==> src/design/signed_muldiv_floor_ceil_macros.svh <==
// Assertion macros for the signed multiply-divide block.
// Used by the top level only; no other dependencies.
`ifndef SIGNED_MULDIV_FLOOR_CEIL_MACROS_SVH
`define SIGNED_MULDIV_FLOOR_CEIL_MACROS_SVH
`ifndef SYNTHESIS
`define SMFC_ASSERT_IMPL(label, clk, rst_n, ante, cons, msg) \
    label: assert property (@(posedge clk) disable iff (!rst_n) (ante) |-> (cons)) \
        else $error(msg);
`define SMFC_ASSERT_NEXT(label, clk, rst_n, ante, cons, msg) \
    label: assert property (@(posedge clk) disable iff (!rst_n) (ante) |=> (cons)) \
        else $error(msg);
`else
`define SMFC_ASSERT_IMPL(label, clk, rst_n, ante, cons, msg)
`define SMFC_ASSERT_NEXT(label, clk, rst_n, ante, cons, msg)
`endif
`endif

==> src/design/smfc_pkg.sv <==
// Shared types and constants for the signed multiply-divide block.
// No dependencies.
package smfc_pkg;

    localparam int WORK_W    = 63;          // magnitude of the product, at most 2^62
    localparam int DEN_W     = 31;
    localparam int NUM_CELLS = WORK_W;      // one quotient bit per cell

    localparam logic [31:0] QUOT_HIGH_LIMIT = 32'h7FFF_FFFF;
    localparam logic [31:0] QUOT_LOW_LIMIT  = 32'h8000_0000;

    typedef enum logic [1:0] {
        OVF_NONE = 2'd0,
        OVF_HIGH = 2'd1,
        OVF_LOW  = 2'd2
    } t_ovf_code;

    typedef struct packed {
        logic               action;
        logic signed [31:0] first_factor;
        logic signed [31:0] second_factor;
        logic [DEN_W-1:0]   denominator;
    } t_in_req;

    typedef struct packed {
        logic signed [31:0] quotient;
        logic [DEN_W-1:0]   floor_remainder;
        logic [1:0]         overflow_code;
    } t_out_req;

    // Data handed from cell to cell along the divider chain.
    typedef struct packed {
        logic              neg;    // product was negative
        logic              ceil;   // ceiling rounding requested
        logic              dz;     // zero denominator
        logic [DEN_W-1:0]  den;
        logic [DEN_W-1:0]  rem;    // partial remainder
        logic [WORK_W-1:0] work;   // dividend bits left, quotient bits shifted in
    } t_div_lane;

endpackage

==> src/design/smfc_mul_stage.sv <==
// Front end: signed 32x32 product, then its magnitude, as two register stages.
// Depends on smfc_pkg.
module smfc_mul_stage (
    input  logic               i_clk,
    input  logic               i_rst_n,
    input  logic               i_en,
    input  logic               i_valid,
    input  smfc_pkg::t_in_req  i_data,
    output logic               o_valid,
    output smfc_pkg::t_div_lane o_lane
);
    import smfc_pkg::*;

    logic               r_v1;
    logic signed [63:0] r_prod;
    logic               r_ceil1;
    logic [DEN_W-1:0]   r_den1;
    logic signed [63:0] n_prod;

    logic               r_v2;
    t_div_lane          r_lane;
    logic [63:0]        n_mag;

    assign n_prod = $signed(i_data.first_factor) * $signed(i_data.second_factor);
    assign n_mag  = r_prod[63] ? (~r_prod + 64'd1) : r_prod;

    always_ff @(posedge i_clk) begin
        if (!i_rst_n) begin
            r_v1 <= 1'b0;
            r_v2 <= 1'b0;
        end else if (i_en) begin
            r_v1 <= i_valid;
            r_v2 <= r_v1;
        end
    end

    always_ff @(posedge i_clk) begin
        if (i_en) begin
            r_prod      <= n_prod;
            r_ceil1     <= i_data.action;
            r_den1      <= i_data.denominator;
            r_lane.neg  <= r_prod[63];
            r_lane.ceil <= r_ceil1;
            r_lane.dz   <= (r_den1 == '0);
            r_lane.den  <= r_den1;
            r_lane.rem  <= '0;
            r_lane.work <= n_mag[WORK_W-1:0];
        end
    end

    assign o_valid = r_v2;
    assign o_lane  = r_lane;

endmodule

==> config.mk <==
export PLATFORM = sky130hd
export DESIGN_NAME = smfc_mul_stage
export DESIGN_NICKNAME = d
export VERILOG_FILES = /design/src/design/signed_muldiv_floor_ceil_macros.svh /design/src/design/smfc_pkg.sv /design/src/design/smfc_mul_stage.sv
export SDC_FILE = /design/constraint.sdc
export NUM_CORES = 2
export LEC_CHECK = 0
export ABC_AREA = 1
export BUFFER_PORTS_ARGS = -buffer_cell sky130_fd_sc_hd__buf_2
export CAP_MARGIN = 0
export CORE_ASPECT_RATIO = 0.75
export CORE_MARGIN = 2
export CORE_UTILIZATION = 60
export DETAILED_ROUTE_END_ITERATION = 7
export PLACE_DENSITY_LB_ADDON = 0.08
export SETUP_SLACK_MARGIN = 0.05
export SYNTH_ARGS = -nofsm -noshare
export SYNTH_HDL_FRONTEND = slang
export SYNTH_SLANG_ARGS = --single-unit
==> constraint.sdc <==
create_clock -name i_clk -period 9.85 [get_ports i_clk]
set_input_delay 1.97 -clock i_clk [delete_from_list [all_inputs] [get_ports i_clk]]
set_output_delay 1.97 -clock i_clk [all_outputs]
set_load 0.02 [all_outputs]
==> impl_metrics.json <==
{
  "drive_gt1_share_pct": 6.997,
  "synthCells": 5745,
  "dp_hpwl_microns": 108500,
  "synth.area.top_cells": "fa_1 (46%), inv_1 (14%), nand2_1 (13%)",
  "num_rows": 89,
  "overflow": 0,
  "hold_viol": 0,
  "synth_compound_area_share_pct": 1.503,
  "dr.pass1.iters": 5,
  "fin_worst_skew_ns": 0.01683,
  "synth_fa_ha_area_share_pct": 50.62,
  "fin_crit_sh_pct": 90.36,
  "synth_area_sq_mm": 0.04736,
  "gr-usage-all-layers_pct": 32.99,
  "drv_slew": 0,
  "drtIter0Drc": 2746,
  "grt_max_degree": 73,
  "synth_top_area_share_pct": 45.74,
  "critical_path_peak_fanout": 24,
  "nFillCells": 6932,
  "rrSetupSlack_ns": 7.42,
  "min_period_ns": 8.901,
  "avgSynthCellArea_sq_um": 8.244,
  "htreeDepth": 4,
  "rr_endpoint": "o_lane[54]$_DFFE_PP_",
  "worst-path-buf-inv": 5,
  "utilization_pct": 63.72,
  "postRouteAntennaNets": 0,
  "maxSlewHeadroom_pct": 35.23,
  "portBuffers": 197,
  "viasPerCell": 5.131,
  "path_cells": "buf_2 -> nand2_1 -> fa_1 -> fa_1 -> fa_1 -> inv_1 -> fa_1 -> fa_1 -> fa_1 -> inv_1 -> fa_1 -> inv_1 -> fa_1 -> ha_1 -> nand2_1 -> nor2_1 -> inv_1 -> nor3_4 -> nand2_1 -> nor3_1 -> nand2_1 -> nand4_1 -> nand2_1",
  "core_area_sq_mm": 0.07840,
  "rsz0062_at_grt": "no",
  "clockRootBuffer": "clkbuf_16",
  "cpPeakStageDelay_ns": 0.84,
  "yosys.area.top_type": "fa_1",
  "cts.repair.resized": 0,
  "whs_path_depth": 0,
  "die_x_microns": 328.4,
  "n_antenna_cell": 0,
  "tightestPinTransition_ns": 0.9716,
  "synth_edf_count": 193,
  "ys_seq_area_share_pct": 12.32,
  "initial_core_util_pct": 60.41,
  "place.gp.congestion": 0.9837,
  "clk_latency_ns": 0.45,
  "async_reset_ff_share_pct": 0,
  "path_clk_slew_ns": 0.08,
  "fmax_ghz": 0.1124,
  "vias": 35358,
  "drv_cap": 0,
  "antenna_found_initial": 2,
  "cp-start-kind": "primary input",
  "syn2layout_area_growth_pct": 5.474,
  "worstPathRequired_ns": 10.06,
  "drc": 0,
  "clock-sinks": 195,
  "r2r_start": "r_prod[14]$_DFFE_PP_",
  "worstHoldPathType": "reg -> reg",
  "whs_endpoint": "o_lane[126]$_DFFE_PP_",
  "grt_pass1_wl_microns": 204500,
  "ys_types": 47,
  "finalSetupViolations": 0,
  "synth_xor_area_share_pct": 1.627,
  "holdCritStartpoint": "r_ceil1$_DFFE_PP_",
  "cts_buffers": 17,
  "final_cell_mix": "inv_1 (1762), nand2_1 (1601), fa_1 (1082), nor2_1 (201), buf_2 (196)",
  "ys_ff_latch": 195,
  "yosysWarnings": 0,
  "rr_worst_depth": 9,
  "synth_top_family_by_area": "adder cells",
  "nNetsFinal": 7199,
  "endpoint_kind": "flop",
  "yosys.area_share.simple_pct": 17.73,
  "synthMuxAreaShare_pct": 0,
  "multi_input_area_sq_mm": 0.03397,
  "pin_count": 229,
  "tns_ns": 0,
  "routed_wl_microns": 127600,
  "outcome": "finished, final reports clean",
  "die_h_microns": 247.3,
  "cts_setup_buffers": 0,
  "first_global_vias": 37114,
  "slowest_stage": "fa_1",
  "cts_tree": "done",
  "crit_family": "adder cells",
  "critPathArrivalTime_ns": 9.11,
  "die_area_sq_mm": 0.08122,
  "path_class": "in -> reg",
  "ff_latch_area_sq_mm": 0.005836,
  "hold_ws_ns": 0.4248,
  "clock_path_buffers": 2,
  "avgRoutedWirePerCell_microns": 18.52,
  "final_common_cell": "inv_1",
  "synthFlopType": "edfxtp_1",
  "cts_hold_buffers": 0,
  "critPathMostFrequentCell": "fa_1"
}
[metal layers]
layer / vias up / GRT usage [%] / part of all wire (%)
met4: 4 / 6.608 / 2.1
met5: - / 0.8226 / 0.043
met2: 1445 / 50.81 / 44
met3: 176 / 7.428 / 9.5
li1: 16192 / - / -
met1: 17541 / 48.38 / 44
[cells in the mapped netlist (2+ instances only)]
library cell,count
a21o_1,5
a21oi_1,61
a21oi_2,2
and2_0,2
and2_1,3
and3_1,3
buf_2,5
buf_4,31
clkbuf_1,194
clkinv_1,2
dfxtp_1,2
edfxtp_1,193
fa_1,1082
ha_1,185
inv_1,1762
inv_2,14
nand2_1,1601
nand2_2,16
nand2_4,3
nand3_1,91
nand3_2,10
nand3b_1,5
nand4_1,37
nor2_1,201
nor2_2,33
nor2_4,8
nor3_1,15
nor3_2,7
nor3_4,2
nor4_1,8
o21ai_0,34
o21ai_1,10
o21ai_2,2
o21bai_1,10
or2_2,8
xnor2_1,16
xor2_1,72
[flip-flops by register name (all words and copies together) (netlist names)]
register / count
o_lane: 97
o_valid: 1
r_ceil1: 1
r_den1: 31
r_prod: 64
r_v1: 1
[worst reg2reg max path, stage by stage, from the launching register on]
cell,delay [ns]
edfxtp_1,0.49
nor2_2,0.17
nand2_1,0.16
nor2_1,0.38
nand2_1,0.09
nor2_1,0.41
nand2_1,0.13
xor2_1,0.16
nand2_1,0.06
o21ai_0,0.09
[kinds of logic (layout without fill, tap and decap cells)]
| family | after synthesis | after routing |
|---|---|---|
| XOR/XNOR | 88 | 88 |
| other | 1 | 31 |
| AND/OR/NAND/NOR | 2057 | 2057 |
| buffers and inverters | 2009 | 2079 |
| flip-flops | 195 | 195 |
| adder cells (fa/ha/maj) | 1267 | 1267 |
| AO/OA/AOI/OAI | 128 | 128 |
[layout make-up]
type                    instances  share of cell area [%]
clock buffers                  18                  0.8591
inverters                    1778                   13.36
multi-input cells            3571                   68.01
flip-flops and latches        195                   11.68
well taps                    1046                   2.620
repair buffers                269                   3.098
clock inverters                14                  0.3682
[how the worst max path moves through the flow]
stage                            to  slack [ns]  cells past startpoint  startpoint
2_1_floorplan  r_prod[62]$_DFFE_PP_        1.15                     27  i_data[94]
3_3_place_gp   r_prod[57]$_DFFE_PP_        0.67                     23  i_data[42]
3_5_place_dp   r_prod[54]$_DFFE_PP_        0.55                     23  i_data[42]
4_1_cts        r_prod[54]$_DFFE_PP_        1.01                     23  i_data[42]
5_1_grt        r_prod[57]$_DFFE_PP_        0.56                     23  i_data[49]
6_report       r_prod[54]$_DFFE_PP_        0.95                     23  i_data[42]
[metrics by stage]
stage,cells,area [sq um],worst slack [ns]
global placement,6859,49340,0.6748
global route,6891,49950,0.5635
floorplan,5775,47470,1.150
detailed placement,6859,49340,0.5471
CTS,6891,49950,1.013
finish,6891,49950,0.9495
Power is not shown: default switching activity piles up to over one toggle a cycle in this logic, so the estimate is an artifact.
