--- src/design/signed_muldiv_floor_ceil_macros.svh ---
// Assertion macros for the signed multiply-divide block.
// Used by the top level only; no other dependencies.
`ifndef SIGNED_MULDIV_FLOOR_CEIL_MACROS_SVH
`define SIGNED_MULDIV_FLOOR_CEIL_MACROS_SVH
`ifndef SYNTHESIS
`define SMFC_ASSERT_IMPL(label, clk, rst_n, ante, cons, msg) \
    label: assert property (@(posedge clk) disable iff (!rst_n) (ante) |-> (cons)) \
        else $error(msg);
`define SMFC_ASSERT_NEXT(label, clk, rst_n, ante, cons, msg) \
    label: assert property (@(posedge clk) disable iff (!rst_n) (ante) |=> (cons)) \
        else $error(msg);
`else
`define SMFC_ASSERT_IMPL(label, clk, rst_n, ante, cons, msg)
`define SMFC_ASSERT_NEXT(label, clk, rst_n, ante, cons, msg)
`endif
`endif

--- src/design/smfc_pkg.sv ---
// Shared types and constants for the signed multiply-divide block.
// No dependencies.
package smfc_pkg;

    localparam int WORK_W    = 63;          // magnitude of the product, at most 2^62
    localparam int DEN_W     = 31;
    localparam int NUM_CELLS = WORK_W;      // one quotient bit per cell

    localparam logic [31:0] QUOT_HIGH_LIMIT = 32'h7FFF_FFFF;
    localparam logic [31:0] QUOT_LOW_LIMIT  = 32'h8000_0000;

    typedef enum logic [1:0] {
        OVF_NONE = 2'd0,
        OVF_HIGH = 2'd1,
        OVF_LOW  = 2'd2
    } t_ovf_code;

    typedef struct packed {
        logic               action;
        logic signed [31:0] first_factor;
        logic signed [31:0] second_factor;
        logic [DEN_W-1:0]   denominator;
    } t_in_req;

    typedef struct packed {
        logic signed [31:0] quotient;
        logic [DEN_W-1:0]   floor_remainder;
        logic [1:0]         overflow_code;
    } t_out_req;

    // Data handed from cell to cell along the divider chain.
    typedef struct packed {
        logic              neg;    // product was negative
        logic              ceil;   // ceiling rounding requested
        logic              dz;     // zero denominator
        logic [DEN_W-1:0]  den;
        logic [DEN_W-1:0]  rem;    // partial remainder
        logic [WORK_W-1:0] work;   // dividend bits left, quotient bits shifted in
    } t_div_lane;

endpackage

--- src/design/smfc_fix_stage.sv ---
// Back end: floor correction of the sign, ceiling step and saturation,
// as two register stages. Depends on smfc_pkg.
module smfc_fix_stage (
    input  logic                i_clk,
    input  logic                i_rst_n,
    input  logic                i_en,
    input  logic                i_valid,
    input  smfc_pkg::t_div_lane i_lane,
    output logic                o_valid,
    output smfc_pkg::t_out_req  o_data
);
    import smfc_pkg::*;

    logic             r_va;
    logic [63:0]      r_qf;
    logic [DEN_W-1:0] r_rem;
    logic             r_ceil;
    logic             r_dz;
    logic             r_neg;

    logic [63:0]      n_qf;
    logic [DEN_W-1:0] n_rem;
    logic [63:0]      w_ext;
    logic             w_r0z;

    logic             r_vb;
    t_out_req         r_out;
    t_out_req         n_out;
    logic [63:0]      w_qc;
    logic             w_hi;
    logic             w_lo;

    // Stage A: turn the magnitude quotient into the floor quotient.
    always_comb begin
        w_ext = {1'b0, i_lane.work};
        w_r0z = (i_lane.rem == '0);
        if (!i_lane.neg) begin
            n_qf  = w_ext;
            n_rem = i_lane.rem;
        end else if (w_r0z) begin
            n_qf  = ~w_ext + 64'd1;
            n_rem = '0;
        end else begin
            n_qf  = ~w_ext;
            n_rem = i_lane.den - i_lane.rem;
        end
    end

    // Stage B: step up for ceiling, then clamp to 32 bits.
    always_comb begin
        w_qc = r_qf + {63'd0, (r_ceil && (r_rem != '0))};
        w_hi = !w_qc[63] && (w_qc[62:31] != '0);
        w_lo = w_qc[63] && !(&w_qc[62:31]);
        n_out.floor_remainder = r_rem;
        if (r_dz) begin
            n_out.floor_remainder = '0;
            n_out.quotient        = r_neg ? QUOT_LOW_LIMIT : QUOT_HIGH_LIMIT;
            n_out.overflow_code   = r_neg ? OVF_LOW : OVF_HIGH;
        end else if (w_hi) begin
            n_out.quotient      = QUOT_HIGH_LIMIT;
            n_out.overflow_code = OVF_HIGH;
        end else if (w_lo) begin
            n_out.quotient      = QUOT_LOW_LIMIT;
            n_out.overflow_code = OVF_LOW;
        end else begin
            n_out.quotient      = w_qc[31:0];
            n_out.overflow_code = OVF_NONE;
        end
    end

    always_ff @(posedge i_clk) begin
        if (!i_rst_n) begin
            r_va <= 1'b0;
            r_vb <= 1'b0;
        end else if (i_en) begin
            r_va <= i_valid;
            r_vb <= r_va;
        end
    end

    always_ff @(posedge i_clk) begin
        if (i_en) begin
            r_qf   <= n_qf;
            r_rem  <= n_rem;
            r_ceil <= i_lane.ceil;
            r_dz   <= i_lane.dz;
            r_neg  <= i_lane.neg;
            r_out  <= n_out;
        end
    end

    assign o_valid = r_vb;
    assign o_data  = r_out;

endmodule

--- config.mk ---
export PLATFORM = sky130hd
export DESIGN_NAME = smfc_fix_stage
export DESIGN_NICKNAME = d
export VERILOG_FILES = /design/src/design/signed_muldiv_floor_ceil_macros.svh /design/src/design/smfc_pkg.sv /design/src/design/smfc_fix_stage.sv
export SDC_FILE = /design/constraint.sdc
export NUM_CORES = 1
export LEC_CHECK = 0
export ABC_AREA = 1
export BUFFER_PORTS_ARGS = -buffer_cell sky130_fd_sc_hd__buf_2
export CORE_MARGIN = 2
export CORE_UTILIZATION = 40
export DETAILED_ROUTE_END_ITERATION = 7
export SYNTH_ARGS = -nofsm -noshare
export SYNTH_HDL_FRONTEND = slang
export SYNTH_SLANG_ARGS = --single-unit
--- constraint.sdc ---
create_clock -name i_clk -period 4.7 [get_ports i_clk]
set_input_delay 0.705 -clock i_clk [delete_from_list [all_inputs] [get_ports i_clk]]
set_output_delay 0.705 -clock i_clk [all_outputs]
set_load 0.02 [all_outputs]
==> results.sh <==
export IMPL_clock_latency_ps=440
export IMPL_num_fill_cells=3084
export IMPL_dieHeight_um=178
export IMPL_pin_count=198
export IMPL_crit_arrival_ps=4050
export IMPL_synth_largest_area_cell="edfxtp_1"
export IMPL_p_leak_nw=6.11
export IMPL_crit_fanout=11
export IMPL_gp_congestion=0.951
export IMPL_path_cells="inv_1 > nand4_1 > nor4_1 > buf_4 > a41oi_1 > ha_1 > ha_1 > nand2_1 > nor2_4 > nand2_4 > nor2_4 > nand2_1 > o21ai_0 > nand2_1 > nor2_1 > nand2_1 > nor2_1 > nand3_1 > a21oi_2 > a21oi_1"
export IMPL_synth_top_area_share_pct=40.3
export IMPL_setup_tns_ps=0
export IMPL_rows=63
export IMPL_min_to="r_dz"
export IMPL_antenna_found_initial=6
export IMPL_grt_overflow=0
export IMPL_via_count=11700
export IMPL_drv_slew=0
export IMPL_outcome="complete, no violations"
export IMPL_initial_core_util_pct=40.8
export IMPL_synth_seq_cells=165
export IMPL_gr_usage_all_layers_pct=25.0
export IMPL_critPathSlowestCell="ha_1"
export IMPL_dp_slack_ps=750
export IMPL_cts_root_buf="clkbuf_16"
export IMPL_endpoint_kind="flip-flop"
export IMPL_worst_clock_skew_ps=14.3
export IMPL_synth_cells=1650
export IMPL_drt_iter0_drc=872
export IMPL_hp_start="i_lane[125]"
export IMPL_route_final_wire_length_mm=39.0
export IMPL_ys_flop_type="edfxtp_1"
export IMPL_final_cell_mix="nand2_1, nor2_1, inv_1"
export IMPL_synthTopCellsByArea="edfxtp_1, nand2_1, nor2_1"
export IMPL_dieWidth_um=178
export IMPL_final_common_cell="nand2_1"
export IMPL_clockBufferDepth=2
export IMPL_crit_type="flip-flop to flip-flop"
export IMPL_wl_per_cell_um=17.3
export IMPL_post_cts_resized=0
export IMPL_finalSetupViolCount=0
export IMPL_cp_start_kind="flip-flop"
export IMPL_area_growth_pct=16.6
export IMPL_fin_ws_ps=815
export IMPL_numCtsBuffers=17
export IMPL_syn_area_um2=12100
export IMPL_r2r_cells=20
export IMPL_grt_max_degree=109
export IMPL_clock_sinks=165
export IMPL_synth_cell_type_count=48
export IMPL_peakVddDrop_mv=0.234
export IMPL_relSlewSlack_pct=33.6
export IMPL_hold_viol=0
export IMPL_fin_crit_sh_pct=82.7
export IMPL_holdPathStages=1
export IMPL_placed_cells=2221
export IMPL_ys_seq_area_share_pct=40.6
export IMPL_post_route_drc_count=0
export IMPL_max_clock_freq_mhz=257
export IMPL_layoutNonFillerInstCount=2257
export IMPL_cts_tree="built"
export IMPL_synth_warnings=0
export IMPL_syn_area_per_cell_um2=7.36
export IMPL_final_core_util_pct=47.5
export IMPL_worst_pin_slew_ps=995
export IMPL_slowest_delay_ps=340
export IMPL_rrSetupSlack_ps=820
export IMPL_crit_path_start="r_rem[27]"
export IMPL_io_buffer_count=197
export IMPL_syn_num_nets=1816
export IMPL_layout_drive_gt1_share_pct=15.5
export IMPL_powerDensity_nw_per_um2=300
export IMPL_maxCapViolCount=0
export IMPL_synthArstFlopShare_pct=0
export IMPL_hold_class="input pin to flip-flop"
export IMPL_htree_levels=4
export IMPL_cp_common_cell="nand2_1"
export IMPL_core_area_um2=29800
export IMPL_reg2reg_to="o_data[38]"
export IMPL_ant_nets=0
export IMPL_viasPerCell=5.16
export IMPL_grt_pass1_vias=11100
export IMPL_required_ps=4870
export IMPL_clkSlewWorstSetupHoldPaths_ps=70
export IMPL_drt_pass1_iter_count=7
export IMPL_synth_edff_count=163
export IMPL_cts_setup_buffers=0
export IMPL_period_minus_slack_ps=3880
export IMPL_dp_hpwl_mm=32.0
export IMPL_layout_nets=2016
export IMPL_die_area_um2=31800
export IMPL_rsz0062_at_grt="no"
export IMPL_grt_pass1_wl_mm=60.2
export IMPL_holdBufCountCts=0
export IMPL_worstReg2RegStart="r_rem[27]"
[cell families after synthesis]
| group | after synthesis | synth area share, % |
|---|---|---|
| flops | 165 | 40.6 |
| compound gates | 238 | 10.6 |
| simple gates | 895 | 31.8 |
| buf+inv | 245 | 8.09 |
| xor+xnor | 73 | 5.26 |
| fa+ha+maj | 34 | 3.56 |
[stage by stage]
step                      total power [W]  area [µm²]  hold WS (ps)
final                             0.00424       14200           437
after global routing              0.00446       14100           421
after CTS                         0.00426       14100           425
after detailed placement          0.00284       13500           499
after global placement            0.00283       13500           461
after floorplan                   0.00248       12100           448
[registers in the layout, indices dropped and copies added (netlist names)]
| name | cells |
|---|---|
| o_valid | 1 |
| r_qf | 64 |
| r_va | 1 |
| r_ceil | 1 |
| o_data | 65 |
| r_neg | 1 |
| r_rem | 31 |
| r_dz | 1 |
[cells in the mapped netlist, drive strengths merged, types with 12 or more instances]
cell / instances
nor2: 290
xor2: 47
inv: 215
o21ai: 107
nand4: 49
nor3: 29
clkbuf: 18
edfxtp: 163
ha: 33
a21oi: 88
nand2: 428
xnor2: 26
nor4: 23
nand3: 60
o22ai: 12
[worst max-delay path by stage]
stage                      end  slack [ps]  cells after the start
global placement    o_data[44]         830                     22
floorplan           o_data[45]        1740                     24
CTS                 o_data[56]         750                     22
global route        o_data[62]         350                     22
finish              o_data[38]         820                     20
detailed placement  o_data[56]         750                     22
[area by class of cell]
cell class                      instances  area (µm²)  share of cell area, %
Clock buffer                           17         425                   3.00
Sequential cell                       165        4930                   34.9
Multi-Input combinational cell       1240        6230                   44.0
Antenna cell                            4        10.0                 0.0707
Clock inverter                         15         174                   1.23
Tap cell                              390         488                   3.45
Inverter                              218         823                   5.82
Timing Repair Buffer                  208        1070                   7.59
[worst max-delay path: cells and delay by family, from the launching register on]
| kind | cells | cell delay (ps) |
|---|---|---|
| and+or+nand+nor | 12 | 1640 |
| AOI/OAI and AO/OA | 4 | 910 |
| adders and majority gates | 2 | 560 |
| DFF | 1 | 320 |
| buffers and inverters | 2 | 190 |
[where the power goes]
part           leakage [nW]  internal (W)  switching (W)
combinational          4.20      0.000297       0.000598
sequential             1.62       0.00181       0.000105
clock                 0.291      0.000797       0.000638
total                  6.11       0.00290        0.00134
[layer usage]
metal	global-route usage [%]	part of all wire, %	vias up
met4	9.59	3.3	4
met5	0	0.069	-
met2	44.3	49	380
met1	30.0	41	5310
li1	-	-	5893
met3	4.71	5.9	64
Power figures use the tool's default switching activity.
