## config.mk

```make
export PLATFORM = sky130hd
export DESIGN_NAME = smfc_div_cell
export DESIGN_NICKNAME = d
export VERILOG_FILES = /design/src/design/signed_muldiv_floor_ceil_macros.svh /design/src/design/smfc_pkg.sv /design/src/design/smfc_div_cell.sv
export SDC_FILE = /design/constraint.sdc
export NUM_CORES = 1
export LEC_CHECK = 0
export BUFFER_PORTS_ARGS = -buffer_cell sky130_fd_sc_hd__buf_2
export CAP_MARGIN = 20
export CORE_MARGIN = 1
export CORE_UTILIZATION = 53
export CTS_BUF_LIST = sky130_fd_sc_hd__clkbuf_4
export CTS_CLUSTER_SIZE = 14
export DETAILED_ROUTE_END_ITERATION = 10
export GPL_ROUTABILITY_DRIVEN = 1
export PLACE_DENSITY = 0.88
export SLEW_MARGIN = 30
export SYNTH_ARGS = -nofsm -noshare
export SYNTH_HDL_FRONTEND = slang
export SYNTH_SLANG_ARGS = --single-unit
```

## constraint.sdc

```tcl
create_clock -name i_clk -period 5.4 [get_ports i_clk]
set_clock_uncertainty 0.1 [all_clocks]
set_input_delay 1.08 -clock i_clk [delete_from_list [all_inputs] [get_ports i_clk]]
set_output_delay 1.08 -clock i_clk [all_outputs]
set_load 0.02 [all_outputs]
```

## src/design/signed_muldiv_floor_ceil_macros.svh

```systemverilog
// Assertion macros for the signed multiply-divide block.
// Used by the top level only; no other dependencies.
`ifndef SIGNED_MULDIV_FLOOR_CEIL_MACROS_SVH
`define SIGNED_MULDIV_FLOOR_CEIL_MACROS_SVH
`ifndef SYNTHESIS
`define SMFC_ASSERT_IMPL(label, clk, rst_n, ante, cons, msg) \
    label: assert property (@(posedge clk) disable iff (!rst_n) (ante) |-> (cons)) \
        else $error(msg);
`define SMFC_ASSERT_NEXT(label, clk, rst_n, ante, cons, msg) \
    label: assert property (@(posedge clk) disable iff (!rst_n) (ante) |=> (cons)) \
        else $error(msg);
`else
`define SMFC_ASSERT_IMPL(label, clk, rst_n, ante, cons, msg)
`define SMFC_ASSERT_NEXT(label, clk, rst_n, ante, cons, msg)
`endif
`endif

```

## src/design/smfc_pkg.sv

```systemverilog
// Shared types and constants for the signed multiply-divide block.
// No dependencies.
package smfc_pkg;

    localparam int WORK_W    = 63;          // magnitude of the product, at most 2^62
    localparam int DEN_W     = 31;
    localparam int NUM_CELLS = WORK_W;      // one quotient bit per cell

    localparam logic [31:0] QUOT_HIGH_LIMIT = 32'h7FFF_FFFF;
    localparam logic [31:0] QUOT_LOW_LIMIT  = 32'h8000_0000;

    typedef enum logic [1:0] {
        OVF_NONE = 2'd0,
        OVF_HIGH = 2'd1,
        OVF_LOW  = 2'd2
    } t_ovf_code;

    typedef struct packed {
        logic               action;
        logic signed [31:0] first_factor;
        logic signed [31:0] second_factor;
        logic [DEN_W-1:0]   denominator;
    } t_in_req;

    typedef struct packed {
        logic signed [31:0] quotient;
        logic [DEN_W-1:0]   floor_remainder;
        logic [1:0]         overflow_code;
    } t_out_req;

    // Data handed from cell to cell along the divider chain.
    typedef struct packed {
        logic              neg;    // product was negative
        logic              ceil;   // ceiling rounding requested
        logic              dz;     // zero denominator
        logic [DEN_W-1:0]  den;
        logic [DEN_W-1:0]  rem;    // partial remainder
        logic [WORK_W-1:0] work;   // dividend bits left, quotient bits shifted in
    } t_div_lane;

endpackage

```

## src/design/smfc_div_cell.sv

```systemverilog
// One restoring-division cell: shifts in a dividend bit, trial-subtracts the
// divisor and shifts in one quotient bit. Depends on smfc_pkg.
module smfc_div_cell (
    input  logic                i_clk,
    input  logic                i_rst_n,
    input  logic                i_en,
    input  logic                i_valid,
    input  smfc_pkg::t_div_lane i_lane,
    output logic                o_valid,
    output smfc_pkg::t_div_lane o_lane
);
    import smfc_pkg::*;

    logic             r_valid;
    t_div_lane        r_lane;
    t_div_lane        n_lane;
    logic [DEN_W:0]   w_trial;
    logic [DEN_W:0]   w_diff;
    logic             w_ge;

    always_comb begin
        w_trial = {i_lane.rem, i_lane.work[WORK_W-1]};
        w_ge    = (w_trial >= {1'b0, i_lane.den});
        w_diff  = w_trial - {1'b0, i_lane.den};
        n_lane      = i_lane;
        n_lane.rem  = w_ge ? w_diff[DEN_W-1:0] : w_trial[DEN_W-1:0];
        n_lane.work = {i_lane.work[WORK_W-2:0], w_ge};
    end

    always_ff @(posedge i_clk) begin
        if (!i_rst_n) begin
            r_valid <= 1'b0;
        end else if (i_en) begin
            r_valid <= i_valid;
        end
    end

    always_ff @(posedge i_clk) begin
        if (i_en) begin
            r_lane <= n_lane;
        end
    end

    assign o_valid = r_valid;
    assign o_lane  = r_lane;

endmodule

```

==> metrics.md, run 1 <==
| Metric | Value |
|---|---|
| Clock-pin slew on the worst setup and hold paths | 0.12 ns |
| Worst r2r src | o_valid |
| Rows | 38 |
| Fmax | 268 MHz |
| Post-cts sizing count | 0 |
| Total power | 2.45 mW |
| Post-CTS setup buffer count | 0 |
| Worst reg2reg path depth | 2 |
| Remaining routing DRC violations | 0 |
| Actual slew at the worst max-slew pin | 0.762 ns |
| Clock latency on the worst-skew pair | 0.54 ns |
| Most frequent CP cell | a211oi_1 |
| Min-delay worst type | register to register |
| WL final | 16,000 um |
| Syn_area_per_cell | 12.7 sq um |
| GP Congestion | 0.942 |
| First-pass GRT wire length | 22,700 um |
| Starting density of the core | 55.1% |
| WL per Instance | 17.9 um |
| IO buf count | 260 |
| Crit path time final | 3.74 ns |
| Post-synth cell types | 54 |
| Cells after synthesis | 474 |
| Relative slew slack | 48.7% |
| Ratio of cells with drive above 1 in the final layout | 39.9% |
| Synthesized net count | 638 |
| Worst path slowest cell | nor2_4 |
| Post-synth ARST share | 0% |
| Layout Area Growth over Synthesis | 28.1% |
| Max-cap viol count | 0 |
| CP Launch Type | primary input |
| CTS buffer count | 17 |
| Required time worst endpoint | 5.57 ns |
| # placed instances | 861 |
| Critical path class | primary input to register |
| Final core occ | 70.6% |
| Final-layout fill cell count | 830 |
| H-tree lvl count | 4 |
| Routed Antenna Nets | 0 |
| Post-DP HPWL | 12,300 um |
| Setup_tns | 0 ns |
| Gr ovfl total | 0 |
| Pin count of the biggest net entering global routing | 80 |
| Hold path cells | 2 |
| Crit. Startpoint | i_lane[82] |
| CP Max Fanout | 34 |
| Synth Flop Type | edfxtp_1 |
| Drt first-iter violations | 230 |
| DR vias/cell | 5.36 |
| Longest Clk Path Bufs | 2 |
| Post-synth EDFFs | 128 |
| Final Hold Fails | 0 |
| # setup viols final | 0 |
| Crit path cell chain | buf_2 > ha_1 > a211oi_1 > o211ai_1 > a31o_2 > o2111ai_1 > a211oi_1 > nor2_4 > buf_4 > o21ai_0 |
| Vias post-DR | 4,792 |
| CTS root buf | clkbuf_4 |
| Boundary Pins | 261 |
| Fin cells | 894 |
| Post-Syn Area | 6030 sq um |
| Hold_sp | o_valid |
| Die area | 11,800 sq um |
| TritonCTS clock tree | built |
| Outcome | finished clean |
| Die width | 109 um |
| Final Max Tran Viols | 0 |
| Die height | 109 um |
| Floorplan core area | 10,900 sq um |
| Yosys warning count | 0 |
| Overall routing resource usage | 26.4% |
| VDD IR-drop max | 0.206 mV |
| Sequential-to-total area share from yosys stat | 64.1% |
| Leakage | 3.45 nW |
| PD cells | 317 nW/um^2 |
| CP endpoint kind | register |
| RSZ-0062 raised after global routing | no |
| Clock tree sinks | 129 |
| Cts-stage hold buffer count | 0 |
| Flops & latches, synth | 129 |
| CP arrival | 3.91 ns |
| Nets | 904 |
| Crit share post-route | 69.2% |
| Initial antenna violation count | 3 |
| Slowest stage delay, CP | 0.61 ns |
| R2R Path End | o_valid |
| Reg2Reg Setup Slack | 4.70 ns |
| Vias in the first global route | 4,567 |
| DRT Pass-1 Iters | 4 |
| Hold endpoint | o_valid |
[through the flow]
step                area [sq um]  worst slack, ns  hold slack [ns]
floorplan                   6030             1.84            0.489
global placement            7450             1.25            0.394
detailed placement          7450             1.10            0.424
CTS                         7710             1.70            0.449
global route                7720             1.51            0.481
finish                      7720             1.66            0.435
[state kept, by name, summed over array words and instances, names as in the netlist]
name / flops
o_lane: 128
o_valid: 1
[final cells by class]
| class | instances | area, sq um | area share (%) |
|---|---|---|---|
| tap | 140 | 175 | 2.27 |
| sequential | 129 | 3860 | 50.1 |
| clock inverter | 14 | 139 | 1.80 |
| timing repair buffer | 262 | 1320 | 17.1 |
| clock buffer | 17 | 128 | 1.65 |
| multi-input combinational | 286 | 1920 | 24.9 |
| inverter | 44 | 168 | 2.17 |
| antenna | 2 | 5.00 | 0.0648 |
[cells by family (layout without fill, tap and decap cells)]
kind of cell	after synthesis	count (layout)	share of synthesized area, %
other	0	2	0
xor gates and xnor gates	23	23	3.34
and+or+nand+nor	105	105	8.06
buffers and inverters	59	337	4.13
muxes	2	2	0.415
DFF	129	129	64.1
adders and majority gates	32	32	6.77
AOI/OAI and AO/OA	124	124	13.2
[per-layer routing]
layer,vias to the layer above,track usage (%),wire (um)
met5,-,0,13
met1,2271,28.8,5940
li1,2291,-,-
met3,35,8.25,1310
met2,193,47.2,8310
met4,2,11.0,397
[power by group]
group | internal (mW) | switching (mW) | leakage, nW
logic | 0.203 | 0.362 | 2.05
registers | 1.22 | 0.0253 | 1.26
clock network | 0.270 | 0.370 | 0.136
[worst max path at each step]
| stage | endpoint | slack, ns |
|---|---|---|
| final | o_lane[80] | 1.66 |
| after global routing | o_lane[77] | 1.51 |
| after CTS | o_lane[80] | 1.70 |
| after detailed placement | o_lane[80] | 1.10 |
| after global placement | o_lane[78] | 1.25 |
| after floorplan | o_lane[90] | 1.84 |
[Yosys cell counts, drive strengths merged, types with 5 or more instances]
master	instances	area, sq um
a211oi	8	65.1
a21o	6	45.0
a21oi	34	170
buf	9	58.8
clkbuf	6	22.5
edfxtp	128	3840
ha	31	388
inv	44	168
nand2	52	195
nand2b	5	31.3
nand4	5	31.3
nor2	16	62.6
nor2b	5	31.3
o21ai	41	205
o21bai	5	37.5
o31ai	5	37.5
xnor2	12	105
xor2	11	96.3
[critical path: cells and delay by family]
kind,cells,cell delay (ns)
and+or+nand+nor,1,0.61
buffers and inverters,2,0.48
adders and majority gates,1,0.39
AOI/OAI and AO/OA,6,1.33
[placed cells by master, fill, tap and decap left out, types with 3 or more instances in the layout]
cell type	n
buf_2	259
edfxtp_1	128
nand2_1	52
inv_1	43
o21ai_0	41
a21oi_1	34
ha_1	31
clkbuf_4	17
nor2_1	15
xnor2_1	12
xor2_1	11
a211oi_1	7
a21o_1	6
nor2b_1	5
o31ai_1	5
nand4_1	5
nand2b_1	5
o21bai_1	5
nand3_1	4
nor3_1	4
and2_1	4
and3_1	4
clkinvlp_4	4
clkinv_2	3
inv_6	3
No activity file was read; power rests on OpenSTA's default activity.
==> run 2, diff against run 1 <==
CORE_UTILIZATION = 49   (was 53)
PLACE_DENSITY = 0.82   (was 0.88)
clock period = 3.72 ns   (was 5.4 ns; I/O delays follow)
==> metrics.md, run 2 (synthesis gave the netlist of run 1 again) <==
| Metric | Value |
|---|---|
| Leakage | 3.49 nW |
| First-pass GRT wire length | 23,100 um |
| Boundary Pins | 261 |
| DRT Pass-1 Iters | 6 |
| IO buf count | 260 |
| CP delay by family, top | compound AO/OA/AOI/OAI gates |
| Final Max Tran Viols | 0 |
| TritonCTS clock tree | built |
| Post-DP HPWL | 12,000 um |
| Worst setup margin | 0.723 ns |
| Pin count of the biggest net entering global routing | 75 |
| Total power | 3.56 mW |
| Cts-stage hold buffer count | 0 |
| Worst hold slack | 0.269 ns |
| WL per Instance | 17.2 um |
| CTS buffer count | 17 |
| Ratio of cells with drive above 1 in the final layout | 40.2% |
| RSZ-0062 raised after global routing | no |
| Initial antenna violation count | 3 |
| Crit path time final | 3.00 ns |
| Fmax | 334 MHz |
| PD cells | 457 nW/um^2 |
| Worst slack at placement | 0.126 ns |
| Longest Clk Path Bufs | 2 |
| Placed Area | 7510 sq um |
| CP endpoint kind | register |
| # placed instances | 872 |
| Post-CTS setup buffer count | 0 |
| GP Congestion | 0.856 |
| Starting density of the core | 50.2% |
| Max-cap viol count | 0 |
| Rows | 40 |
| Overall routing resource usage | 24.2% |
| Max reg flops | 128 |
| Final core occ | 64.9% |
| DR vias/cell | 5.29 |
| Relative slew slack | 53.5% |
| Die width | 113 um |
| H-tree lvl count | 4 |
| Fin cells | 906 |
| VDD IR-drop max | 0.241 mV |
| WL final | 15,500 um |
| Actual slew at the worst max-slew pin | 0.697 ns |
| Final Hold Fails | 0 |
| Critical path class | primary input to register |
| Most frequent cells in the layout | buf_2, edfxtp_1, nand2_1 |
| Crit path cell chain | buf_2 > inv_1 > ha_1 > fa_1 > nor2b_1 > o31ai_1 > a21oi_1 > o21ai_0 > a211oi_1 > nor2_4 > a2111o_1 > o221a_2 |
| Die area | 12,700 sq um |
| CP Max Fanout | 11 |
| Routed Antenna Nets | 0 |
| Clock latency on the worst-skew pair | 0.54 ns |
| Clock tree sinks | 129 |
| Setup_tns | 0 ns |
| Slowest stage delay, CP | 0.41 ns |
| Nets | 908 |
| Outcome | finished clean |
| Vias post-DR | 4,796 |
| Die height | 113 um |
| Fin area | 7790 sq um |
| CP bufs+invs | 2 |
| CTS root buf | clkbuf_4 |
| Remaining routing DRC violations | 0 |
| Layout Area Growth over Synthesis | 29.3% |
| Gr ovfl total | 0 |
| Required time worst endpoint | 3.92 ns |
| Worst path slowest cell | fa_1 |
| Crit share post-route | 80.6% |
| Drt first-iter violations | 322 |
| Vias in the first global route | 4,683 |
| Min-delay worst type | primary input to register |
| # setup viols final | 0 |
| Commonest non-fill, non-tap cell in the layout | buf_2 |
| Post-cts sizing count | 0 |
| Floorplan core area | 12,000 sq um |
| Clock-pin slew on the worst setup and hold paths | 0.12 ns |
| CP arrival | 3.20 ns |
| CP Launch Type | primary input |
-- run 2: final timing paths --
kind | start | endpoint | slack (ns) | depth (start not counted)
min reg2reg | o_valid | o_valid | 0.45 | 2
min | i_lane[11] | o_lane[12] | 0.27 | 1
max | i_lane[62] | o_lane[90] | 0.72 | 12
max reg2reg | o_valid | o_valid | 3.01 | 2
-- run 2: cell type report --
type                       count  area (sq um)
fill                         943          4220
tap                          147           184
multi-input combinational    286          1920
clock inverter                14           140
sequential                   129          3860
antenna                        2          5.00
clock buffer                  18           135
timing repair buffer         266          1380
inverter                      44           168
-- run 2: power breakdown --
group	internal, mW	total, mW	switching (mW)
combinational	0.304	0.826	0.522
clock	0.403	0.930	0.527
sequential	1.77	1.80	0.0360
-- run 2: layer usage --
metal / routed length (um) / global-route usage [%]
met5: 10 / 0
met2: 8030 / 43.6
met4: 455 / 10.0
met1: 5850 / 26.2
met3: 1210 / 8.09
