`config.mk`:
```
export PLATFORM = sky130hd
export DESIGN_NAME = smfc_skid
export DESIGN_NICKNAME = d
export VERILOG_FILES = /design/src/design/signed_muldiv_floor_ceil_macros.svh /design/src/design/smfc_pkg.sv /design/src/design/smfc_skid.sv
export SDC_FILE = /design/constraint.sdc
export NUM_CORES = 1
export LEC_CHECK = 0
export BUFFER_PORTS_ARGS = -buffer_cell sky130_fd_sc_hd__buf_2
export CAP_MARGIN = 30
export CORE_UTILIZATION = 45
export CTS_CLUSTER_DIAMETER = 40
export CTS_CLUSTER_SIZE = 28
export DETAILED_ROUTE_END_ITERATION = 10
export HOLD_SLACK_MARGIN = 0.05
export PLACE_DENSITY = 0.73
export SETUP_SLACK_MARGIN = 0.15
export SYNTH_ARGS = -nofsm -noshare
export SYNTH_HDL_FRONTEND = slang
export SYNTH_SLANG_ARGS = --single-unit
```
`constraint.sdc`:
```
create_clock -name i_clk -period 13.65 [get_ports i_clk]
set_input_delay 2.0475 -clock i_clk [delete_from_list [all_inputs] [get_ports i_clk]]
set_output_delay 2.0475 -clock i_clk [all_outputs]
set_load 0.03 [all_outputs]
```
`src/design/signed_muldiv_floor_ceil_macros.svh`:
```
// Assertion macros for the signed multiply-divide block.
// Used by the top level only; no other dependencies.
`ifndef SIGNED_MULDIV_FLOOR_CEIL_MACROS_SVH
`define SIGNED_MULDIV_FLOOR_CEIL_MACROS_SVH
`ifndef SYNTHESIS
`define SMFC_ASSERT_IMPL(label, clk, rst_n, ante, cons, msg) \
    label: assert property (@(posedge clk) disable iff (!rst_n) (ante) |-> (cons)) \
        else $error(msg);
`define SMFC_ASSERT_NEXT(label, clk, rst_n, ante, cons, msg) \
    label: assert property (@(posedge clk) disable iff (!rst_n) (ante) |=> (cons)) \
        else $error(msg);
`else
`define SMFC_ASSERT_IMPL(label, clk, rst_n, ante, cons, msg)
`define SMFC_ASSERT_NEXT(label, clk, rst_n, ante, cons, msg)
`endif
`endif

```
`src/design/smfc_pkg.sv`:
```
// Shared types and constants for the signed multiply-divide block.
// No dependencies.
package smfc_pkg;

    localparam int WORK_W    = 63;          // magnitude of the product, at most 2^62
    localparam int DEN_W     = 31;
    localparam int NUM_CELLS = WORK_W;      // one quotient bit per cell

    localparam logic [31:0] QUOT_HIGH_LIMIT = 32'h7FFF_FFFF;
    localparam logic [31:0] QUOT_LOW_LIMIT  = 32'h8000_0000;

    typedef enum logic [1:0] {
        OVF_NONE = 2'd0,
        OVF_HIGH = 2'd1,
        OVF_LOW  = 2'd2
    } t_ovf_code;

    typedef struct packed {
        logic               action;
        logic signed [31:0] first_factor;
        logic signed [31:0] second_factor;
        logic [DEN_W-1:0]   denominator;
    } t_in_req;

    typedef struct packed {
        logic signed [31:0] quotient;
        logic [DEN_W-1:0]   floor_remainder;
        logic [1:0]         overflow_code;
    } t_out_req;

    // Data handed from cell to cell along the divider chain.
    typedef struct packed {
        logic              neg;    // product was negative
        logic              ceil;   // ceiling rounding requested
        logic              dz;     // zero denominator
        logic [DEN_W-1:0]  den;
        logic [DEN_W-1:0]  rem;    // partial remainder
        logic [WORK_W-1:0] work;   // dividend bits left, quotient bits shifted in
    } t_div_lane;

endpackage

```
`src/design/smfc_skid.sv`:
```
// Output register with one skid entry, so the pipeline keeps moving while a
// result waits. Depends on smfc_pkg.
module smfc_skid (
    input  logic               i_clk,
    input  logic               i_rst_n,
    input  logic               i_push,
    input  smfc_pkg::t_out_req i_data,
    output logic               o_space,
    output logic               o_valid,
    output smfc_pkg::t_out_req o_data,
    input  logic               i_ready
);
    import smfc_pkg::*;

    logic     r_out_valid;
    logic     r_skid_valid;
    t_out_req r_out;
    t_out_req r_skid;
    logic     n_out_valid;
    logic     n_skid_valid;
    t_out_req n_out;
    t_out_req n_skid;

    always_comb begin
        n_out_valid  = r_out_valid;
        n_skid_valid = r_skid_valid;
        n_out        = r_out;
        n_skid       = r_skid;
        if (!r_out_valid || i_ready) begin
            if (r_skid_valid) begin
                // drain the skid entry first; no push can arrive while it is full
                n_out_valid  = 1'b1;
                n_out        = r_skid;
                n_skid_valid = 1'b0;
            end else begin
                n_out_valid = i_push;
                n_out       = i_data;
            end
        end else if (i_push) begin
            n_skid_valid = 1'b1;
            n_skid       = i_data;
        end
    end

    always_ff @(posedge i_clk) begin
        if (!i_rst_n) begin
            r_out_valid  <= 1'b0;
            r_skid_valid <= 1'b0;
        end else begin
            r_out_valid  <= n_out_valid;
            r_skid_valid <= n_skid_valid;
        end
    end

    always_ff @(posedge i_clk) begin
        r_out  <= n_out;
        r_skid <= n_skid;
    end

    assign o_space = !r_skid_valid;
    assign o_valid = r_out_valid;
    assign o_data  = r_out;

endmodule

```
==> results of run 1 <==
[final timing paths]
path,endpoint,start,slack (ns),cells after the start
worst max-delay path,r_skid[56]$_DFFE_PP_,i_ready,9.65,4
worst min-delay path,o_data[61]$_DFFE_PP_,r_skid[61]$_DFFE_PP_,0.54,1
worst max register to register,r_skid[56]$_DFFE_PP_,o_valid$_SDFFE_PN0P_,10.99,3
worst min register to register,o_data[61]$_DFFE_PP_,r_skid[61]$_DFFE_PP_,0.54,1
[final cells by class]
type,instances,area [um^2]
Fill cell,777,4130
Sequential cell,132,3950
Multi-Input combinational cell,70,781
Timing Repair Buffer,136,683
Clock buffer,19,422
Clock inverter,13,183
Tap cell,136,170
Inverter,2,7.51
[logic make-up after synthesis]
kind of cell | synth area share (%)
AO/OA/AOI/OAI | 0.157
buffers and inverters | 1.34
flip-flops | 82.6
multiplexers | 15.3
AND/OR/NAND/NOR | 0.551
[power by group through the flow]
stage | combinational [mW] | sequential [mW] | clock (mW)
2_1_floorplan | 0.0177 | 0.515 | 0
3_3_place_gp | 0.0771 | 0.483 | 0
3_5_place_dp | 0.0786 | 0.484 | 0
4_1_cts | 0.0789 | 0.476 | 0.469
5_1_grt | 0.0829 | 0.477 | 0.488
6_report | 0.0778 | 0.475 | 0.461
[per-layer routing]
layer	global-route usage, %	part of all wire [%]	up-vias	wire, um
li1	-	-	1143	-
met2	22.4	45	114	3680
met5	0	0	-	0
met3	6.86	7.1	13	578
met1	21.8	46	1166	3740
met4	6.14	1.4	0	116
[flip-flops by register name (all words and copies together) (netlist names)]
register,cells
r_skid_valid,1
r_skid,65
o_data,65
o_valid,1
[stage by stage]
stage                     worst slack [ns]  instance area [um^2]
after floorplan                       6.60                  4770
after CTS                             9.57                  6190
after global routing                  9.44                  6190
final                                 9.65                  6190
after detailed placement              9.05                  5590
after global placement                9.10                  5590
[synthesized netlist by cell type (all sizes together)]
cell and count:
a21boi 1, buf 7, dfxtp 2, edfxtp 130, inv 2, mux2 65
nand2b 1, nor2 2, nor3b 1
==> impl_metrics.prom, run 1 <==
# TYPE chip_impl_metric gauge
chip_impl_metric{name="vias_per_cell",unit=""} 4.80
chip_impl_metric{name="synth.net_count",unit=""} 280
chip_impl_metric{name="critical_path_required",unit="ns"} 13.79
chip_impl_info{name="synth.largest_area_cell",value="sky130_fd_sc_hd__edfxtp_1"} 1
chip_impl_metric{name="antenna_nets_post_route",unit=""} 0
chip_impl_metric{name="synth-seq-area-share",unit="%"} 82.6
chip_impl_info{name="ys_top_cells_by_area",value="sky130_fd_sc_hd__edfxtp_1, sky130_fd_sc_hd__mux2_2, sky130_fd_sc_hd__dfxtp_1"} 1
chip_impl_metric{name="grt_use_total",unit="%"} 15.9
chip_impl_metric{name="worstPathMaxFanout",unit=""} 68
chip_impl_metric{name="max-clock-path-buffers",unit=""} 2
chip_impl_metric{name="clk_latency",unit="ns"} 0.51
chip_impl_metric{name="cts_max_level",unit=""} 4
chip_impl_info{name="setup.worst_path.start_class",value="input port"} 1
chip_impl_metric{name="period_needed",unit="ns"} 4.00
chip_impl_metric{name="layout-area-overhead-vs-synth",unit="%"} 29.8
chip_impl_metric{name="total_detailed_routing_wirelength",unit="um"} 8120
chip_impl_metric{name="die_w",unit="um"} 105
chip_impl_metric{name="core-area",unit="um^2"} 10300
chip_impl_metric{name="synth-warning-count",unit=""} 0
chip_impl_info{name="status",value="finished clean"} 1
chip_impl_info{name="cts_tree",value="built"} 1
chip_impl_metric{name="route.vias.total",unit=""} 2436
chip_impl_metric{name="die-area",unit="um^2"} 11000
chip_impl_metric{name="switching_power",unit="mW"} 0.222
chip_impl_info{name="cells_along_the_critical_path",value="buf_2 -> nand2b_4 -> nor2_4 -> buf_4"} 1
chip_impl_metric{name="post-cts-setup-buffer-count",unit=""} 0
chip_impl_metric{name="clock-sinks",unit=""} 132
chip_impl_metric{name="final_std_cells_w_o_fill",unit=""} 508
chip_impl_metric{name="placed_cells_incl_taps",unit=""} 476
chip_impl_info{name="timing_worst_setup_path_type",value="in2reg"} 1
chip_impl_metric{name="nNetsFinal",unit=""} 428
chip_impl_metric{name="report.final.hold_viol_count",unit=""} 0
chip_impl_metric{name="grt_overflow_total",unit=""} 0
chip_impl_metric{name="clkSlewWorstSetupHoldPaths",unit="ns"} 0.06
chip_impl_metric{name="yosys.cell_types.count",unit=""} 11
chip_impl_metric{name="hpwl",unit="um"} 5030
chip_impl_metric{name="timing.critical_path.buf_inv",unit=""} 2
chip_impl_metric{name="ys_ff_latch",unit=""} 132
chip_impl_info{name="timing.critical_path.max_delay_family",value="simple AND/OR/NAND/NOR gates"} 1
chip_impl_metric{name="drc_errors",unit=""} 0
chip_impl_metric{name="power.share.sequential",unit="%"} 46.9
chip_impl_metric{name="post-layout-total-power",unit="mW"} 1.01
chip_impl_metric{name="first_pass_iters",unit=""} 4
chip_impl_metric{name="synthesis.area_per_instance",unit="um^2"} 22.6
chip_impl_metric{name="io_buffer_count",unit=""} 135
chip_impl_metric{name="comb_power_share",unit="%"} 7.7
chip_impl_info{name="timing.critical_path.to_type",value="flip-flop"} 1
chip_impl_metric{name="power.share.clock",unit="%"} 45.4
chip_impl_info{name="crit_slowest_cell",value="sky130_fd_sc_hd__nor2_4"} 1
chip_impl_metric{name="cpPeakStageDelay",unit="ns"} 0.82
chip_impl_metric{name="setup_violations",unit=""} 0
chip_impl_metric{name="post-route-period-util",unit="%"} 29.3
chip_impl_metric{name="grt_antenna_before_repair",unit=""} 0
chip_impl_info{name="layout_common_cells",value="sky130_fd_sc_hd__buf_2, sky130_fd_sc_hd__edfxtp_1, sky130_fd_sc_hd__mux2_2"} 1
chip_impl_metric{name="initial_core_util",unit="%"} 46.2
chip_impl_metric{name="clock-skew-final",unit="ns"} 0.0113
chip_impl_info{name="min_path_type",value="reg2reg"} 1
chip_impl_metric{name="net_switching_fraction_of_the_power",unit="%"} 21.9
chip_impl_metric{name="global_route_wire_length_before_repair",unit="um"} 12800
chip_impl_metric{name="slew_viol_final",unit=""} 0
chip_impl_metric{name="detailedRoute.firstIterationViolations",unit=""} 89
chip_impl_metric{name="worst_pin_slew",unit="ns"} 0.937
chip_impl_metric{name="diodes",unit=""} 0
chip_impl_info{name="rsz0062_at_grt",value="false"} 1
chip_impl_metric{name="cts_made_buffers",unit=""} 17
chip_impl_metric{name="gp_congestion",unit=""} 0.699
chip_impl_metric{name="slew_headroom",unit="%"} 37.5
chip_impl_metric{name="fraction_of_synthesized_cell_area_taken_by_the_top_area_cell_type",unit="%"} 81.8
chip_impl_metric{name="layout-drive-gt1-share",unit="%"} 63.2
chip_impl_metric{name="cts-resized-gates",unit=""} 0
chip_impl_metric{name="routed_wire_length_per_instance",unit="um"} 16.0
chip_impl_metric{name="cap_viol_max_count",unit=""} 0
chip_impl_info{name="final_common_cell",value="sky130_fd_sc_hd__buf_2"} 1
chip_impl_metric{name="cell_internal_pwr",unit="mW"} 0.792
chip_impl_metric{name="area_of_the_mapped_netlist",unit="um^2"} 4770
chip_impl_metric{name="timing.fmax",unit="GHz"} 0.250
chip_impl_metric{name="largest_net_degree_at_the_start_of_global_routing",unit=""} 69
chip_impl_metric{name="final_core_utilization",unit="%"} 60.0
chip_impl_metric{name="power_density",unit="nW/um^2"} 164
chip_impl_metric{name="p_leak",unit="nW"} 2.37
chip_impl_metric{name="chipHeight",unit="um"} 105
chip_impl_metric{name="ir_drop",unit="uV"} 75.5
chip_impl_metric{name="ios",unit=""} 136
chip_impl_metric{name="final.setup.tns",unit="ns"} 0
chip_impl_metric{name="syn-instance-count",unit=""} 211
chip_impl_info{name="clock_tree_root",value="sky130_fd_sc_hd__clkbuf_8"} 1
chip_impl_metric{name="critical_path_arrival",unit="ns"} 4.14
chip_impl_metric{name="placement_rows",unit=""} 37
chip_impl_metric{name="vias_in_the_first_global_route",unit=""} 2429
chip_impl_metric{name="finalHoldWorstSlack",unit="ns"} 0.544
chip_impl_metric{name="cts-hold-fix-buffers",unit=""} 0
(Power assumes the default switching activity.)
==> run 2, diff against run 1 <==
- PLACE_DENSITY: 0.73 -> 0.75
- clock period: 13.65 -> 3.3 ns (I/O delays scaled with it)
==> run 2 against run 1 <==
Net effect: flip-flop and latch count is the same; global-route usage is 0.39 points lower; clock-buffer cell count decreased by 2; register-to-register slack worse by 9.4 ns; largest power group unchanged.
==> impl_metrics.prom, run 2 (synthesis results as in run 1) <==
# TYPE chip_impl_metric gauge
chip_impl_metric{name="die-area",unit="um^2"} 11000
chip_impl_metric{name="total_detailed_routing_wirelength",unit="um"} 8040
chip_impl_metric{name="vias_per_cell",unit=""} 4.83
chip_impl_info{name="clock_tree_root",value="sky130_fd_sc_hd__clkbuf_8"} 1
chip_impl_metric{name="post-route-period-util",unit="%"} 63.0
chip_impl_metric{name="initial_core_util",unit="%"} 46.2
chip_impl_info{name="rsz0062_at_grt",value="false"} 1
chip_impl_metric{name="detailedRoute.firstIterationViolations",unit=""} 91
chip_impl_metric{name="slew_viol_final",unit=""} 0
chip_impl_metric{name="core-area",unit="um^2"} 10300
chip_impl_metric{name="cap_viol_max_count",unit=""} 0
chip_impl_metric{name="largest_net_degree_at_the_start_of_global_routing",unit=""} 68
chip_impl_metric{name="worstPathMaxFanout",unit=""} 27
chip_impl_info{name="layout_common_cells",value="sky130_fd_sc_hd__buf_2, sky130_fd_sc_hd__edfxtp_1, sky130_fd_sc_hd__mux2_2"} 1
chip_impl_info{name="timing.critical_path.max_delay_family",value="flip-flops"} 1
chip_impl_metric{name="clk_latency",unit="ns"} 0.50
chip_impl_metric{name="rr_worst_depth",unit=""} 2
chip_impl_metric{name="gp_congestion",unit=""} 0.708
chip_impl_metric{name="vias_in_the_first_global_route",unit=""} 2600
chip_impl_metric{name="timing.fmax",unit="GHz"} 0.481
chip_impl_metric{name="grt_use_total",unit="%"} 15.5
chip_impl_metric{name="timing.critical_path.buf_inv",unit=""} 2
chip_impl_metric{name="net_switching_fraction_of_the_power",unit="%"} 22.4
chip_impl_metric{name="grt_overflow_total",unit=""} 0
chip_impl_metric{name="p_leak",unit="nW"} 2.36
chip_impl_metric{name="cts_made_buffers",unit=""} 17
chip_impl_metric{name="place_ws",unit="ns"} 1.47
chip_impl_metric{name="setup_violations",unit=""} 0
chip_impl_metric{name="max-clock-path-buffers",unit=""} 2
chip_impl_info{name="crit_slowest_cell",value="sky130_fd_sc_hd__dfxtp_2"} 1
chip_impl_metric{name="clock-skew-final",unit="ns"} 0.00464
chip_impl_info{name="final_common_cell",value="sky130_fd_sc_hd__buf_2"} 1
chip_impl_metric{name="clock-sinks",unit=""} 132
chip_impl_metric{name="first_pass_iters",unit=""} 4
chip_impl_metric{name="post-cts-setup-buffer-count",unit=""} 0
chip_impl_metric{name="report.final.hold_viol_count",unit=""} 0
chip_impl_metric{name="critical_path_arrival",unit="ns"} 1.58
chip_impl_metric{name="routed_wire_length_per_instance",unit="um"} 15.7
chip_impl_metric{name="critical_path_required",unit="ns"} 2.80
chip_impl_metric{name="switching_power",unit="mW"} 0.899
chip_impl_metric{name="cts_max_level",unit=""} 4
chip_impl_metric{name="cpPeakStageDelay",unit="ns"} 0.77
chip_impl_metric{name="cts-hold-fix-buffers",unit=""} 0
chip_impl_metric{name="worst_pin_slew",unit="ns"} 0.884
chip_impl_metric{name="ir_drop",unit="uV"} 333
chip_impl_metric{name="layout-area-overhead-vs-synth",unit="%"} 29.6
chip_impl_metric{name="post-layout-total-power",unit="mW"} 4.01
chip_impl_metric{name="cts-resized-gates",unit=""} 0
chip_impl_metric{name="io_buffer_count",unit=""} 135
chip_impl_info{name="cts_tree",value="built"} 1
chip_impl_info{name="timing_worst_setup_path_type",value="reg2out"} 1
chip_impl_metric{name="power.share.clock",unit="%"} 42.9
chip_impl_metric{name="die_w",unit="um"} 105
chip_impl_metric{name="power_density",unit="nW/um^2"} 649
chip_impl_metric{name="ios",unit=""} 136
chip_impl_metric{name="comb_power_share",unit="%"} 8.2
chip_impl_info{name="status",value="finished clean"} 1
chip_impl_info{name="timing.critical_path.to_type",value="output pin"} 1
chip_impl_metric{name="worstSetupPathDepth",unit=""} 2
chip_impl_metric{name="final_critical_path_setup_slack",unit="ns"} 1.22
chip_impl_info{name="setup.worst_path.start_class",value="flip-flop"} 1
chip_impl_metric{name="num-fill-cells",unit=""} 828
chip_impl_metric{name="min_path_cells",unit=""} 1
chip_impl_metric{name="period_needed",unit="ns"} 2.08
chip_impl_metric{name="diodes",unit=""} 0
chip_impl_metric{name="nNetsFinal",unit=""} 432
chip_impl_metric{name="power.share.sequential",unit="%"} 48.9
chip_impl_metric{name="slew_headroom",unit="%"} 41.0
chip_impl_metric{name="chipHeight",unit="um"} 105
chip_impl_metric{name="hpwl",unit="um"} 5180
chip_impl_metric{name="placement_rows",unit=""} 37
chip_impl_metric{name="final.setup.tns",unit="ns"} 0
chip_impl_metric{name="antenna_nets_post_route",unit=""} 0
chip_impl_metric{name="cell_internal_pwr",unit="mW"} 3.11
chip_impl_metric{name="drc_errors",unit=""} 0
chip_impl_metric{name="global_route_wire_length_before_repair",unit="um"} 12700
chip_impl_metric{name="grt_antenna_before_repair",unit=""} 0
chip_impl_info{name="cells_along_the_critical_path",value="inv_1 -> buf_2"} 1
chip_impl_metric{name="clkSlewWorstSetupHoldPaths",unit="ns"} 0.06
chip_impl_metric{name="layout-drive-gt1-share",unit="%"} 63.8
chip_impl_metric{name="route.vias.total",unit=""} 2471
chip_impl_info{name="min_path_type",value="in2reg"} 1
[run 2: metrics by stage]
stage	cells	utilization (%)	area [um^2]	hold slack [ns]
floorplan	211	-	4780	0.523
global placement	480	54.5	5630	0.526
detailed placement	480	54.5	5630	0.532
CTS	512	59.9	6180	0.147
global route	512	59.9	6180	0.148
finish	512	59.9	6180	0.176
[run 2: area by class of cell]
type                       instances  area (um^2)  area share [%]
multi-input combinational         70          781            12.6
clock inverter                    15          141            2.29
timing repair buffer             140          726            11.7
sequential                       132         3950            63.8
tap                              136          170            2.75
clock buffer                      17          414            6.70
inverter                           2         7.51           0.121
[run 2: final timing paths]
kind / from / to / slack, ns
worst max-delay path: r_skid_valid$_SDFFE_PP0P_ / o_space / 1.22
worst max register to register: r_skid_valid$_SDFFE_PP0P_ / o_data[15]$_DFFE_PP_ / 1.56
worst min-delay path: i_data[33] / r_skid[33]$_DFFE_PP_ / 0.18
worst min register to register: r_skid[24]$_DFFE_PP_ / o_data[24]$_DFFE_PP_ / 0.54
[run 2: layer usage]
layer / vias up / GRT usage [%] / part of all wire, %
met4: 0 / 8.65 / 2.1
met5: - / 0 / 0
met3: 15 / 5.80 / 6.6
met1: 1211 / 18.4 / 43
met2: 93 / 24.5 / 48
li1: 1152 / - / -
[run 2: power groups by stage]
stage / Combinational [mW] / Clock, mW / Sequential (mW)
2_1_floorplan: 0.0743 / 0 / 2.13
4_1_cts: 0.331 / 1.76 / 1.96
5_1_grt: 0.347 / 1.83 / 1.97
3_3_place_gp: 0.324 / 0 / 2.00
3_5_place_dp: 0.330 / 0 / 2.00
6_report: 0.327 / 1.72 / 1.96
